==> config.mk <==
export PLATFORM = sky130hd
export DESIGN_NAME = line_fold_word_wrap
export DESIGN_NICKNAME = d
export VERILOG_FILES = /design/src/sv/lfw_pkg.sv /design/src/sv/lfw_queue.sv /design/src/sv/lfw_front.sv /design/src/sv/lfw_back.sv /design/src/sv/line_fold_word_wrap.sv
export SDC_FILE = /design/constraint.sdc
export NUM_CORES = 1
export LEC_CHECK = 0
export BUFFER_PORTS_ARGS = -buffer_cell sky130_fd_sc_hd__buf_2
export CORE_UTILIZATION = 47
export CTS_BUF_LIST = sky130_fd_sc_hd__clkbuf_8
export CTS_CLUSTER_SIZE = 12
export DETAILED_ROUTE_END_ITERATION = 16
export PLACE_DENSITY = 0.62
export SLEW_MARGIN = 0
export SYNTH_ARGS = -nofsm -noshare
export SYNTH_HDL_FRONTEND = slang
export SYNTH_SLANG_ARGS = --single-unit
==> constraint.sdc <==
create_clock -name clk -period 17.6 [get_ports clk]
set_clock_uncertainty 0.05 [all_clocks]
set_input_delay 0.88 -clock clk [delete_from_list [all_inputs] [get_ports clk]]
set_output_delay 0.88 -clock clk [all_outputs]
set_load 0.03 [all_outputs]
==> src/sv/lfw_pkg.sv <==
// ----------------------------------------------------------------------------
// lfw_pkg: shared definitions for the line fold block
// Character codes, register indexes, queue depths and the structs that travel
// between the front end, the back end and the top level.
// ----------------------------------------------------------------------------
package lfw_pkg;

  localparam int BUFFER_COLUMNS_DEF = 64;

  localparam int CHAR_BITS = 8;
  localparam int LW_BITS   = 6;
  localparam int TW_BITS   = 5;
  localparam int ADDR_BITS = 3;
  localparam int DATA_BITS = 32;

  localparam logic [LW_BITS-1:0] WIDTH_MIN      = 6'd9;
  localparam logic [LW_BITS-1:0] LINE_WIDTH_RST = 6'd63;
  localparam logic [TW_BITS-1:0] TAB_WIDTH_RST  = 5'd8;

  localparam logic [CHAR_BITS-1:0] BLANK_CHAR   = 8'h20;
  localparam logic [CHAR_BITS-1:0] FILL_CHAR    = 8'h5F;
  localparam logic [CHAR_BITS-1:0] TAB_CHAR     = 8'h09;
  localparam logic [CHAR_BITS-1:0] NEWLINE_CHAR = 8'h0A;

  // Register indexes, taken from paddr[2].
  localparam logic REG_LINE_WIDTH = 1'b0;
  localparam logic REG_TAB_WIDTH  = 1'b1;

  localparam int CMD_DEPTH = 2;
  localparam int OUT_DEPTH = 4;

  typedef enum logic [1:0] {
    KIND_CHAR = 2'd0,
    KIND_TAB  = 2'd1,
    KIND_NL   = 2'd2
  } kind_t;

  typedef struct packed {
    kind_t                kind;
    logic [CHAR_BITS-1:0] ch;
  } cmd_t;

  // Effective (already clamped) settings.
  typedef struct packed {
    logic [LW_BITS-1:0] width;
    logic [TW_BITS-1:0] tab;
  } cfg_t;

  typedef struct packed {
    logic idle;
    logic out_push;
    logic out_full;
  } sts_t;

endpackage

==> src/sv/lfw_queue.sv <==
// ----------------------------------------------------------------------------
// lfw_queue: small synchronous FIFO
// Register based first-in first-out queue with a fill count.
// ----------------------------------------------------------------------------
module lfw_queue #(
  parameter int WIDTH = 8,
  parameter int DEPTH = 2
) (
  input  logic                         clk,
  input  logic                         rst,
  input  logic                         push,
  input  logic [WIDTH-1:0]             push_data,
  output logic                         full,
  input  logic                         pop,
  output logic [WIDTH-1:0]             pop_data,
  output logic                         empty,
  output logic [$clog2(DEPTH+1)-1:0]   count
);

  localparam int PW = $clog2(DEPTH);
  localparam int CNW = $clog2(DEPTH + 1);

  logic [WIDTH-1:0] slots [DEPTH];
  logic [PW-1:0]    wr_ptr;
  logic [PW-1:0]    rd_ptr;
  logic             do_push;
  logic             do_pop;

  assign full     = (count == CNW'(DEPTH));
  assign empty    = (count == '0);
  assign do_push  = push && !full;
  assign do_pop   = pop && !empty;
  assign pop_data = slots[rd_ptr];

  always_ff @(posedge clk) begin
    if (do_push) begin
      slots[wr_ptr] <= push_data;
    end
  end

  always_ff @(posedge clk) begin
    if (rst) begin
      wr_ptr <= '0;
      rd_ptr <= '0;
      count  <= '0;
    end else begin
      if (do_push) begin
        wr_ptr <= (wr_ptr == PW'(DEPTH - 1)) ? '0 : wr_ptr + PW'(1);
      end
      if (do_pop) begin
        rd_ptr <= (rd_ptr == PW'(DEPTH - 1)) ? '0 : rd_ptr + PW'(1);
      end
      if (do_push && !do_pop) begin
        count <= count + CNW'(1);
      end else if (do_pop && !do_push) begin
        count <= count - CNW'(1);
      end
    end
  end

endmodule

==> src/sv/lfw_front.sv <==
// ----------------------------------------------------------------------------
// lfw_front: input side of the line fold block
// Accepts characters, sorts them into tab, newline and ordinary words, and
// queues the classified commands for the back end.
// ----------------------------------------------------------------------------
module lfw_front
  import lfw_pkg::*;
(
  input  logic                 clk,
  input  logic                 rst,
  input  logic                 push,
  output logic                 full,
  input  logic [CHAR_BITS-1:0] in_char,
  input  logic                 cmd_pop,
  output logic                 cmd_empty,
  output cmd_t                 cmd_data
);

  cmd_t                  cmd_in;
  logic [$bits(cmd_t)-1:0] cmd_raw;

  always_comb begin
    cmd_in.ch = in_char;
    priority if (in_char == TAB_CHAR) begin
      cmd_in.kind = KIND_TAB;
    end else if (in_char == NEWLINE_CHAR) begin
      cmd_in.kind = KIND_NL;
    end else begin
      cmd_in.kind = KIND_CHAR;
    end
  end

  lfw_queue #(
    .WIDTH ($bits(cmd_t)),
    .DEPTH (CMD_DEPTH)
  ) u_cmd_queue (
    .clk       (clk),
    .rst       (rst),
    .push      (push),
    .push_data (cmd_in),
    .full      (full),
    .pop       (cmd_pop),
    .pop_data  (cmd_raw),
    .empty     (cmd_empty),
    .count     ()
  );

  assign cmd_data = cmd_t'(cmd_raw);

endmodule

==> src/sv/lfw_back.sv <==
// ----------------------------------------------------------------------------
// lfw_back: line buffer and sequencer of the line fold block
// Holds the current line in a memory, expands tabs, searches for the break,
// emits lines into the result queue and moves the leftover to the front.
// ----------------------------------------------------------------------------
module lfw_back
  import lfw_pkg::*;
#(
  parameter int BUFFER_COLUMNS = BUFFER_COLUMNS_DEF
) (
  input  logic                 clk,
  input  logic                 rst,
  input  cfg_t                 cfg,
  input  logic                 cmd_empty,
  input  cmd_t                 cmd_data,
  output logic                 cmd_pop,
  input  logic                 pop,
  output logic                 empty,
  output logic [CHAR_BITS-1:0] out_char,
  output logic                 end_of_run,
  output sts_t                 sts
);

  localparam int CW  = $clog2(BUFFER_COLUMNS);
  localparam int MSW = $clog2(CW);
  localparam int OCW = $clog2(OUT_DEPTH + 1);
  localparam int ODW = CHAR_BITS + 1;

  typedef enum logic [6:0] {
    S_IDLE   = 7'b0000001,
    S_MOD    = 7'b0000010,
    S_FILL   = 7'b0000100,
    S_SEARCH = 7'b0001000,
    S_EMIT   = 7'b0010000,
    S_NL     = 7'b0100000,
    S_MOVE   = 7'b1000000
  } state_t;

  typedef enum logic [2:0] {
    TAIL_NONE = 3'b001,
    TAIL_PUT  = 3'b010,
    TAIL_MOVE = 3'b100
  } tail_t;

  state_t               state;
  tail_t                tail_op;
  logic [CW-1:0]        col;
  logic [CHAR_BITS-1:0] ch;
  logic [CW-1:0]        phase;
  logic [MSW-1:0]       mshift;
  logic [CW-1:0]        scan;
  logic [CW-1:0]        chk_pos;
  logic                 chk_vld;
  logic [CW-1:0]        idx;
  logic [CW-1:0]        cnt;
  logic                 pend;
  logic [CW-1:0]        src;
  logic [CW-1:0]        dst;
  logic                 mv_vld;

  logic [CHAR_BITS-1:0] line_store [BUFFER_COLUMNS];
  logic [CHAR_BITS-1:0] rd_data;
  logic                 we;
  logic [CW-1:0]        wa;
  logic [CHAR_BITS-1:0] wd;
  logic [CW-1:0]        ra;

  logic [CW-1:0]         w;
  logic [CW-1:0]         wm1;
  logic [CW-1:0]         col_eff;
  logic [CW+TW_BITS-1:0] tsh;
  logic [CW+TW_BITS-1:0] phase_ext;
  logic [CW+TW_BITS-1:0] phase_inc;
  logic [CW+TW_BITS-1:0] tab_ext;
  logic                  mod_ge;
  logic                  found;
  logic                  issue;
  logic                  space;
  logic [OCW:0]          used;

  logic                 push;
  logic [ODW-1:0]       push_word;
  logic [ODW-1:0]       out_word;
  logic                 out_full;
  logic [OCW-1:0]       out_count;

  assign w       = cfg.width[CW-1:0];
  assign wm1     = w - CW'(1);
  assign col_eff = (col > wm1) ? wm1 : col;

  assign tsh       = {{CW{1'b0}}, cfg.tab} << mshift;
  assign phase_ext = {{TW_BITS{1'b0}}, phase};
  assign phase_inc = phase_ext + (CW + TW_BITS)'(1);
  assign tab_ext   = {{CW{1'b0}}, cfg.tab};
  assign mod_ge    = (phase_ext >= tsh);

  assign found = chk_vld && ((rd_data == BLANK_CHAR) || (chk_pos == '0));
  assign used  = {1'b0, out_count} + {{OCW{1'b0}}, pend};
  assign space = (used < (OCW + 1)'(OUT_DEPTH));
  assign issue = (state == S_EMIT) && (idx != cnt) && space;

  // Line memory: one write port, one registered read port.
  always_ff @(posedge clk) begin
    if (we) begin
      line_store[wa] <= wd;
    end
    rd_data <= line_store[ra];
  end

  always_comb begin
    cmd_pop   = 1'b0;
    we        = 1'b0;
    wa        = col;
    wd        = ch;
    ra        = idx;
    push      = pend;
    push_word = {rd_data, 1'b0};
    unique case (state)
      S_IDLE: begin
        if (!cmd_empty) begin
          cmd_pop = 1'b1;
          if ((cmd_data.kind != KIND_TAB) && (cmd_data.kind != KIND_NL) &&
              (col_eff != wm1)) begin
            we = 1'b1;
            wa = col_eff;
            wd = cmd_data.ch;
          end
        end
      end
      S_FILL: begin
        we = 1'b1;
        wa = col;
        wd = FILL_CHAR;
      end
      S_SEARCH: begin
        ra = scan;
      end
      S_NL: begin
        if (!pend && space) begin
          push      = 1'b1;
          push_word = {NEWLINE_CHAR, 1'b1};
          if (tail_op == TAIL_PUT) begin
            we = 1'b1;
            wa = '0;
            wd = ch;
          end
        end
      end
      S_MOVE: begin
        ra = src;
        if (mv_vld) begin
          we = 1'b1;
          wa = dst;
          wd = rd_data;
        end else if (src == col) begin
          we = 1'b1;
          wa = dst;
          wd = ch;
        end
      end
      default: begin
      end
    endcase
  end

  always_ff @(posedge clk) begin
    if (rst) begin
      state   <= S_IDLE;
      tail_op <= TAIL_NONE;
      col     <= '0;
      pend    <= 1'b0;
      chk_vld <= 1'b0;
      mv_vld  <= 1'b0;
    end else begin
      pend <= 1'b0;
      unique case (state)
        S_IDLE: begin
          if (!cmd_empty) begin
            ch  <= cmd_data.ch;
            col <= col_eff;
            unique case (cmd_data.kind)
              KIND_TAB: begin
                phase  <= col_eff;
                mshift <= MSW'(CW - 1);
                state  <= S_MOD;
              end
              KIND_NL: begin
                cnt     <= col_eff;
                idx     <= '0;
                tail_op <= TAIL_NONE;
                state   <= S_EMIT;
              end
              default: begin
                if (col_eff == wm1) begin
                  scan    <= col_eff - CW'(1);
                  chk_vld <= 1'b0;
                  state   <= S_SEARCH;
                end else begin
                  col <= col_eff + CW'(1);
                end
              end
            endcase
          end
        end
        S_MOD: begin
          if (mod_ge) begin
            phase <= phase - tsh[CW-1:0];
          end
          if (mshift == '0) begin
            state <= S_FILL;
          end else begin
            mshift <= mshift - MSW'(1);
          end
        end
        S_FILL: begin
          col   <= col + CW'(1);
          phase <= phase + CW'(1);
          priority if (col == wm1) begin
            cnt     <= wm1;
            idx     <= '0;
            tail_op <= TAIL_NONE;
            state   <= S_EMIT;
          end else if (phase_inc == tab_ext) begin
            state <= S_IDLE;
          end
        end
        S_SEARCH: begin
          if (found) begin
            chk_vld <= 1'b0;
            idx     <= '0;
            state   <= S_EMIT;
            if (chk_pos == '0) begin
              cnt     <= col;
              tail_op <= TAIL_PUT;
            end else begin
              cnt     <= chk_pos + CW'(1);
              src     <= chk_pos + CW'(1);
              tail_op <= TAIL_MOVE;
            end
          end else begin
            chk_vld <= 1'b1;
            chk_pos <= scan;
            if (scan != '0) begin
              scan <= scan - CW'(1);
            end
          end
        end
        S_EMIT: begin
          pend <= issue;
          if (issue) begin
            idx <= idx + CW'(1);
          end else if (idx == cnt) begin
            state <= S_NL;
          end
        end
        S_NL: begin
          if (!pend && space) begin
            unique case (tail_op)
              TAIL_PUT: begin
                col   <= CW'(1);
                state <= S_IDLE;
              end
              TAIL_MOVE: begin
                mv_vld <= 1'b0;
                dst    <= '0;
                state  <= S_MOVE;
              end
              default: begin
                col   <= '0;
                state <= S_IDLE;
              end
            endcase
          end
        end
        S_MOVE: begin
          mv_vld <= 1'b0;
          if (src != col) begin
            mv_vld <= 1'b1;
            src    <= src + CW'(1);
          end
          if (mv_vld) begin
            dst <= dst + CW'(1);
          end else if (src == col) begin
            col   <= dst + CW'(1);
            state <= S_IDLE;
          end
        end
        default: begin
          state <= S_IDLE;
        end
      endcase
    end
  end

  lfw_queue #(
    .WIDTH (ODW),
    .DEPTH (OUT_DEPTH)
  ) u_out_queue (
    .clk       (clk),
    .rst       (rst),
    .push      (push),
    .push_data (push_word),
    .full      (out_full),
    .pop       (pop),
    .pop_data  (out_word),
    .empty     (empty),
    .count     (out_count)
  );

  assign out_char   = out_word[ODW-1:1];
  assign end_of_run = out_word[0];

  assign sts.idle     = (state == S_IDLE);
  assign sts.out_push = push;
  assign sts.out_full = out_full;

endmodule

==> src/sv/line_fold_word_wrap.sv <==
// ----------------------------------------------------------------------------
// line_fold_word_wrap: word wrap for a character stream
// Folds a stream of characters into lines no longer than a set width,
// breaking at blanks and expanding tabs into fill characters.
// ----------------------------------------------------------------------------
// Characters are pushed one word at a time and the folded text is popped one
// word at a time; each popped word carries end_of_run on the newline that
// closes an emitted line, which is always the last word caused by an input
// character. A front end classifies characters into a two-entry command queue
// and a back end works through them against a line memory of BUFFER_COLUMNS
// bytes, so input can go on into the command queue while the back end is busy
// or the result side is stalled. Timing is set by the back end, which handles
// one character at a time through the line memory with its one write port and
// one read port. An ordinary character that does not fold is written to the
// line memory as it is taken. A newline emits the words of its line, one per
// cycle while the four-entry result queue has space, and then the newline word.
// A tab finds its column within the tab stop by shift and subtract and then
// writes fill characters up to the next stop, emitting the line when it fills
// it. A fold scans backward one column per cycle for the blank, emits the line
// head at one word per cycle while the result queue has space and then moves
// the leftover one character per cycle to the front of the line. The
// configuration registers (line_width at address 0, tab_width at address 4)
// may only be written while the block is idle; line_width is clamped to the
// range 9 to BUFFER_COLUMNS-1 and a tab_width of zero acts as one. Nothing is
// flushed at the end of input, and no memory clearing is needed after reset.
// ----------------------------------------------------------------------------
module line_fold_word_wrap
  import lfw_pkg::*;
#(
  parameter int BUFFER_COLUMNS = BUFFER_COLUMNS_DEF
) (
  input  logic                 clk,
  input  logic                 rst,
  // Character input
  input  logic                 push,
  output logic                 full,
  input  logic [CHAR_BITS-1:0] in_char,
  // Folded output
  input  logic                 pop,
  output logic                 empty,
  output logic [CHAR_BITS-1:0] out_char,
  output logic                 end_of_run,
  // Register port
  input  logic                 psel,
  input  logic                 penable,
  input  logic                 pwrite,
  input  logic [ADDR_BITS-1:0] paddr,
  input  logic [DATA_BITS-1:0] pwdata,
  output logic [DATA_BITS-1:0] prdata,
  output logic                 pready
);

  logic [LW_BITS-1:0] line_width;
  logic [TW_BITS-1:0] tab_width;
  logic               reg_write;
  cfg_t               cfg;
  cmd_t               cmd_data;
  logic               cmd_empty;
  logic               cmd_pop;
  sts_t               sts;

  // The widest usable line leaves one column of the buffer free.
  localparam logic [LW_BITS:0] WIDTH_MAX = (LW_BITS + 1)'(BUFFER_COLUMNS - 1);

  // Register port: always ready, writes land on the access cycle.
  assign pready    = 1'b1;
  assign reg_write = psel && penable && pwrite;

  always_ff @(posedge clk) begin
    if (rst) begin
      line_width <= LINE_WIDTH_RST;
      tab_width  <= TAB_WIDTH_RST;
    end else if (reg_write) begin
      unique case (paddr[2])
        REG_LINE_WIDTH: line_width <= pwdata[LW_BITS-1:0];
        REG_TAB_WIDTH:  tab_width  <= pwdata[TW_BITS-1:0];
      endcase
    end
  end

  always_comb begin
    unique case (paddr[2])
      REG_LINE_WIDTH: prdata = {{(DATA_BITS - LW_BITS){1'b0}}, line_width};
      REG_TAB_WIDTH:  prdata = {{(DATA_BITS - TW_BITS){1'b0}}, tab_width};
    endcase
  end

  // Effective settings: the width is held between the minimum and one less
  // than the buffer size, and a zero tab stop distance behaves as one column.
  always_comb begin
    priority if (line_width < WIDTH_MIN) begin
      cfg.width = WIDTH_MIN;
    end else if ({1'b0, line_width} > WIDTH_MAX) begin
      cfg.width = WIDTH_MAX[LW_BITS-1:0];
    end else begin
      cfg.width = line_width;
    end
    cfg.tab = (tab_width == '0) ? TW_BITS'(1) : tab_width;
  end

  lfw_front u_front (
    .clk       (clk),
    .rst       (rst),
    .push      (push),
    .full      (full),
    .in_char   (in_char),
    .cmd_pop   (cmd_pop),
    .cmd_empty (cmd_empty),
    .cmd_data  (cmd_data)
  );

  lfw_back #(
    .BUFFER_COLUMNS (BUFFER_COLUMNS)
  ) u_back (
    .clk        (clk),
    .rst        (rst),
    .cfg        (cfg),
    .cmd_empty  (cmd_empty),
    .cmd_data   (cmd_data),
    .cmd_pop    (cmd_pop),
    .pop        (pop),
    .empty      (empty),
    .out_char   (out_char),
    .end_of_run (end_of_run),
    .sts        (sts)
  );

  // Newlines are never stored, so a newline word is exactly the closing
  // word of a run and every other word comes from the line memory.
  a_newline_closes_run: assert property (@(posedge clk) disable iff (rst)
    !empty |-> (end_of_run == (out_char == NEWLINE_CHAR)))
    else $error("end_of_run does not match the newline word");

  // The back end reserves result queue space before it reads the memory,
  // so a word is never pushed into a full result queue.
  a_no_result_overflow: assert property (@(posedge clk) disable iff (rst)
    sts.out_push |-> !sts.out_full)
    else $error("word pushed into a full result queue");

  // After reset both queues are empty and the sequencer waits for work.
  a_reset_clean: assert property (@(posedge clk)
    rst |=> (empty && !full && sts.idle))
    else $error("block not clean after reset");

endmodule

# --- After elaboration in Yosys (flattened, before gate mapping) ---
# Memories as Yosys holds them, arrays and structs flattened. A register that Yosys moved wholly into a read port is not among the register bits.
# Cells that the tools add are included.
totals:
  word_cells: 291
  mem_bits_rw: 568
  romBits: 0
  latch_bits: 0
  mem_count: 3
  regBits: 94
classes:
  n_mul: 0
  magnitude_cmp: 4
  div_mod_pow: 0
  eq_ne: 53
  bitwise: 5
  shift: 1
  reduce_logical: 60
  add_sub_neg: 22
  n_mux: 120
memory_table:
  columns: ["memory", "depth", "width", "rd", "rd_clocked_by_memory_dff", "wr", "line", "text"]
  rows:
  - ["u_back.line_store", 64, 8, 1, 1, 1, "lfw_back.sv:61", "logic [CHAR_BITS-1:0] line_store [BUFFER_COLUMNS];"]
  - ["u_back.u_out_queue.slots", 4, 9, 1, 1, 1, "lfw_queue.sv:23", "logic [WIDTH-1:0] slots [DEPTH];"]
  - ["u_front.u_cmd_queue.slots", 2, 10, 1, 1, 1, "lfw_queue.sv:23", null]
ops:
  columns: ["op", "count"]
  rows:
  - ["$mux 6", 38]
  - ["$mux 7", 12]
  - ["$pmux 32 s2", 1]
  - ["$pmux 6 s2", 5]
  - ["$pmux 6 s3", 3]
  - ["$pmux 7 s7", 1]
  - ["$pmux 6 s4", 2]
  - ["$add 6x1->6 const B", 7]
  - ["$mux 3", 10]
  - ["$ne 2x1->1 const B", 15]
  - ["$mux 1", 27]
  - ["$reduce_and 5->1", 5]
  - ["$eq 6x6->1", 4]
  - ["$mux 8", 3]
  - ["$pmux 8 s3", 1]
  - ["$ne 2x2->1 const B", 10]
  - ["$mux 9", 2]
  - ["$ne 6x6->1", 3]
  - ["$sub 6x1->6 const B", 3]
  - ["$eq 8x4->1 const B", 2]
  - ["$logic_and 1x1->1", 16]
  - ["$mux 2", 8]
  - ["$pmux 7 s2", 1]
  - ["$reduce_and 7->1", 2]
  - ["other kinds (50)", 84]

# --- Longest topological paths before layout ---
logic_depth:
  word_depth: 12
  ltp_mapped: 19

# --- Hierarchy ---
# Synthesis repeated with hierarchy kept, for this count alone.
unflattened:
  cells_unflattened: 2268
  hier_area_um2: 30315.3
modules_own_cells:
  columns: ["mod", "instances", "area_per_inst_um2", "cells_each"]
  rows:
  - ["lfw_back", 1, 26694.4, 2010]
  - ["lfw_queue at u_back.u_out_queue", 1, 1795.5, 97]
  - ["lfw_queue at u_front.u_cmd_queue", 1, 935.9, 56]
  - ["line_fold_word_wrap", 1, 840.8, 100]
  - ["lfw_front", 1, 48.8, 5]

# --- Worst setup path before layout ---
# No wires, ideal clock.
synth_timing:
  path_kind: "register to register"
  start: "register line_width[3]"
  end: "memory u_back.line_store[0][5] (data pin)"
  setup_time_ps: 702
  period_less_slack_ps: 6132
  arrival_ps: 5380
  path_stages_with_launch: 14
  required_ps: 16848
  slack_ps: 11468
  path_cell_list: "dfxtp_1 -> o21ai_0 -> a21oi_1 -> ha_1 -> nor3b_1 -> mux2i_1 -> ha_1 -> nand4_1 -> o32ai_1 -> clkbuf_1 -> o211ai_2 -> o21a_1 -> nor3_2 -> o21ai_0"
synth_via:
  elab_chain_cells: 10
synth_rtl:
  columns: ["element", "line", "text"]
  rows:
  - ["start, declared", "line_fold_word_wrap.sv:53", "logic [LW_BITS-1:0] line_width;"]
  - ["start signal, assigned", "line_fold_word_wrap.sv:75", "REG_LINE_WIDTH: line_width <= pwdata[LW_BITS-1:0];"]
  - ["$lt 6x4->1", "line_fold_word_wrap.sv:91", "priority if (line_width < WIDTH_MIN) begin"]
  - ["$mux 6 (*)", "line_fold_word_wrap.sv:91", null]
  - ["$sub 6x1->6 (*)", "lfw_back.sv:88", "assign wm1 = w - CW'(1);"]
  - ["$gt 6x6->1", "lfw_back.sv:89", "assign col_eff = (col > wm1) ? wm1 : col;"]
  - ["$mux 6", "lfw_back.sv:89", null]
  - ["$ne 6x6->1 (*)", "lfw_back.sv:123", "(col_eff != wm1)) begin"]
  - ["$logic_and 1x1->1 (*)", "lfw_back.sv:122", "if ((cmd_data.kind != KIND_TAB) && (cmd_data.kind != KIND_NL) &&"]
  - ["$mux 8 (*)", "lfw_back.sv:122", null]
  - ["$mux 8 (*)", "lfw_back.sv:120", "if (!cmd_empty) begin"]
  - ["$pmux 8 s3 (*)", "lfw_back.sv:118", "unique case (state)"]
  - ["net u_back.wd[5]", "lfw_back.sv:65", "logic [CHAR_BITS-1:0] wd;"]
  - ["end, declared", "lfw_back.sv:61", null]
# Mark *: on every way through the listed nets, which the timed path passes. The rest lies on a longest branch.

# --- Final worst setup path ---
layout_timing:
  start: "register line_width[3]"
  end: "memory u_back.line_store[45][2] (data pin)"
# The elaborated chain is that of the path after synthesis.

==> results.json <==
{
  "setup_viol": 0,
  "period_needed_ns": 5.79,
  "power.leakage_nw": 11.5,
  "setup_tns_ns": 0,
  "route.detailed.drc": 0,
  "numPortBuffers": 38,
  "syn_area_per_cell_um2": 11.8,
  "yosysWarnings": 0,
  "placed_cells": 3298,
  "gp_congestion": 0.872,
  "ys_types": 82,
  "path_delay_family": "compound AO/OA/AOI/OAI gates",
  "period_share_pct": 32.9,
  "cts.sinks": 673,
  "cp_max_fo": 64,
  "min_path_type": "in -> reg",
  "grt_pass1_vias": 19433,
  "vias_per_cell": 5.69,
  "cpMaxStageDelayCell": "buf_4",
  "routedWlPerCell_um": 21.7,
  "criticalPathCategory": "reg -> reg",
  "maxSlewHeadroom_pct": 19.8,
  "dr_total_vias": 19910,
  "hold_viol_final": 0,
  "dp_hpwl_um": 47300,
  "cts_made_buffers": 107,
  "post_cts_buffers": 0,
  "timing.hold.ws_ns": 0.338,
  "num_io_pins": 94,
  "async_reset_ff_share_pct": 0,
  "final_cells": 3499,
  "die_x_um": 254,
  "synth_top_flop_cell": "edfxtp_1",
  "dr.pass1.iters": 5,
  "status": "finished, final reports clean",
  "grt_max_degree": 94,
  "arrival_ns": 6.13,
  "fp-row-count": 91,
  "synth_edf_count": 621,
  "area_delta_synth_final_pct": 9.37,
  "rsz0062_at_grt": "false",
  "pre_cts_ws_ns": 11.93,
  "cts.repair.resized": 0,
  "cap_viol_max_count": 0,
  "syn_inst": 2533,
  "total_power_mw": 4.88,
  "critical_path_required_ns": 17.93,
  "hold_buffers": 0,
  "die_height_um": 254,
  "die-area_um2": 64400,
  "slowest_delay_ns": 0.64,
  "path_clk_slew_ns": 0.06,
  "grt_pass1_wl_um": 116000,
  "startpoint_type": "flip-flop",
  "worstSkewPairLatency_ns": 0.71,
  "finalWirelength_um": 76100,
  "vdd_drop_max_mv": 0.248,
  "cts.htree.levels": 3,
  "drt_iter0_drc": 1875,
  "setup_slack_ns": 11.81,
  "path_depth": 15,
  "grt_usage_pct": 23.8,
  "ys_ff_latch": 673,
  "start_util_pct": 47.9,
  "cts_buffer_depth": 3,
  "powerDensity_nw_per_um2": 150,
  "finalMaxSlewViolations": 0,
  "gr-total-overflow": 0,
  "ant_nets": 0,
  "rr_worst_depth": 15,
  "clockRootBuffer": "clkbuf_8",
  "cp_num_buf_inv": 2,
  "drive_above_1_share_pct": 10.3,
  "syn_area_um2": 29800,
  "crit_path_cell_trace": "o21ai_0, a21oi_1, ha_1, nor3b_1, mux2i_1, ha_1, o21ai_0, nor2_1, o32ai_1, buf_4, o211ai_2, o21a_1, nor3_2, o221a_2, buf_4",
  "nets": 2662,
  "cts_tree": "yes",
  "end_kind": "flip-flop",
  "core_area_um2": 62200,
  "max_freq_ghz": 0.173,
  "worst_slew_pin_slew_ns": 1.20,
  "antenna_found_initial": 5,
  "min_path_cells": 1,
  "yosysSeqAreaShare_pct": 66.1
}
logic make-up after synthesis:
family | after synthesis | synth area share (%)
flip-flops | 673 | 66.1
AO/OA/AOI/OAI | 317 | 7.02
AND/OR/NAND/NOR | 1167 | 17.5
buffers and inverters | 208 | 3.16
multiplexers | 63 | 2.57
other | 2 | 0.0252
adder cells (fa/ha/maj) | 42 | 1.81
XOR/XNOR | 61 | 1.79
per-layer routing:
layer / part of all wire, % / track usage [%] / vias to the layer above
li1: - / - / 9230
met1: 44 / 33.7 / 9835
met2: 47 / 38.0 / 732
met3: 6.9 / 3.78 / 113
met4: 2.2 / 6.90 / 0
met5: 0 / 0 / -
cell usage in the layout, fill, tap and decap left out, types with 12 or more instances in the layout:
cell	n
a211oi_1	18
a21oi_1	138
nor2_1	161
nor4_1	21
or3_1	15
mux2_2	18
mux2i_1	36
dfxtp_1	52
conb_1	27
clkinv_2	13
clkinv_1	15
clkbuf_8	111
buf_2	38
edfxtp_1	621
nor2b_1	12
nand2_1	605
o21ai_0	30
inv_1	96
nor3_1	24
buf_4	28
xnor2_1	38
nand4_1	32
nand3_1	210
nand2b_1	20
xor2_1	23
and2_1	14
ha_1	40
and4_1	12
where the power goes:
group	switching [mW]	internal, mW	total [mW]
registers	0.0767	2.18	2.26
clock network	0.613	0.616	1.23
logic	1.07	0.320	1.39
total	1.76	3.12	4.88
per-stage QoR:
step	util, %	instance area (um2)
after floorplan	-	29900
after global placement	49.2	30600
after detailed placement	49.2	30600
after CTS	52.4	32600
after global routing	52.4	32600
final	52.4	32600
cells in the mapped netlist, types with 6 or more instances:
cell type	count	share of area (%)
and2_1	14	0.29
edfxtp_1	621	63
o221a_2	7	0.26
and4_1	12	0.35
a221oi_1	11	0.32
a31oi_1	7	0.15
mux2i_1	36	1.2
a21oi_1	138	2.3
a211oi_1	18	0.45
nor3_1	24	0.40
buf_4	27	0.68
xnor2_1	38	1.1
mux4_2	9	0.68
nor2b_1	12	0.25
nand2_1	606	7.6
inv_1	45	0.57
nor4_1	21	0.44
buf_1	7	0.088
a21o_1	9	0.23
dfxtp_1	52	3.5
clkbuf_1	82	1.0
o21ai_0	32	0.54
o31ai_1	9	0.23
nand4_1	32	0.67
ha_1	40	1.7
nand3_1	210	3.5
buf_2	47	0.79
a2111oi_0	8	0.24
o21ai_2	10	0.29
xor2_1	23	0.68
nand2b_1	20	0.42
nand3b_1	6	0.15
or3_1	15	0.32
o22ai_1	9	0.19
mux2_2	18	0.68
nor2_1	162	2.0
o21a_1	7	0.18
state kept, by name (all words and copies together) (netlist names), 2 cells and up, named ones only:
register                   count
u_back.state                   7
u_front.u_cmd_queue.slots     20
u_back.u_out_queue.rd_ptr      2
u_back.cnt                     6
u_back.u_out_queue.wr_ptr      2
tab_width                      5
u_back.u_out_queue.slots      36
u_back.src                     6
u_back.ch                      8
u_back.phase                   6
u_back.idx                     6
u_front.u_cmd_queue.count      2
u_back.line_store            512
u_back.mshift                  3
u_back.scan                    6
u_back.tail_op                 3
line_width                     6
u_back.dst                     6
u_back.chk_pos                 6
u_back.u_out_queue.count       3
u_back.col                     6
u_back.rd_data                 8
layout make-up:
class	count	area [um2]
Tap cell	837	1050
Clock buffer	111	1530
Antenna cell	2	5.00
Fill cell	5387	29600
Clock inverter	88	442
Timing Repair Buffer	66	400
Multi-Input combinational cell	1677	9290
Inverter	45	169
Sequential cell	673	19700
worst paths after layout:
| path | start | end | slack [ns] |
|---|---|---|---|
| min reg2reg | u_back.chk_vld | u_back.chk_vld | 0.46 |
| max reg2reg | line_width[3] | u_back.line_store[45][2] | 11.81 |
| max | line_width[3] | u_back.line_store[45][2] | 11.81 |
| min | in_char[6] | u_front.u_cmd_queue.slots[1][6] | 0.34 |
Power figures use the tool's default switching activity.
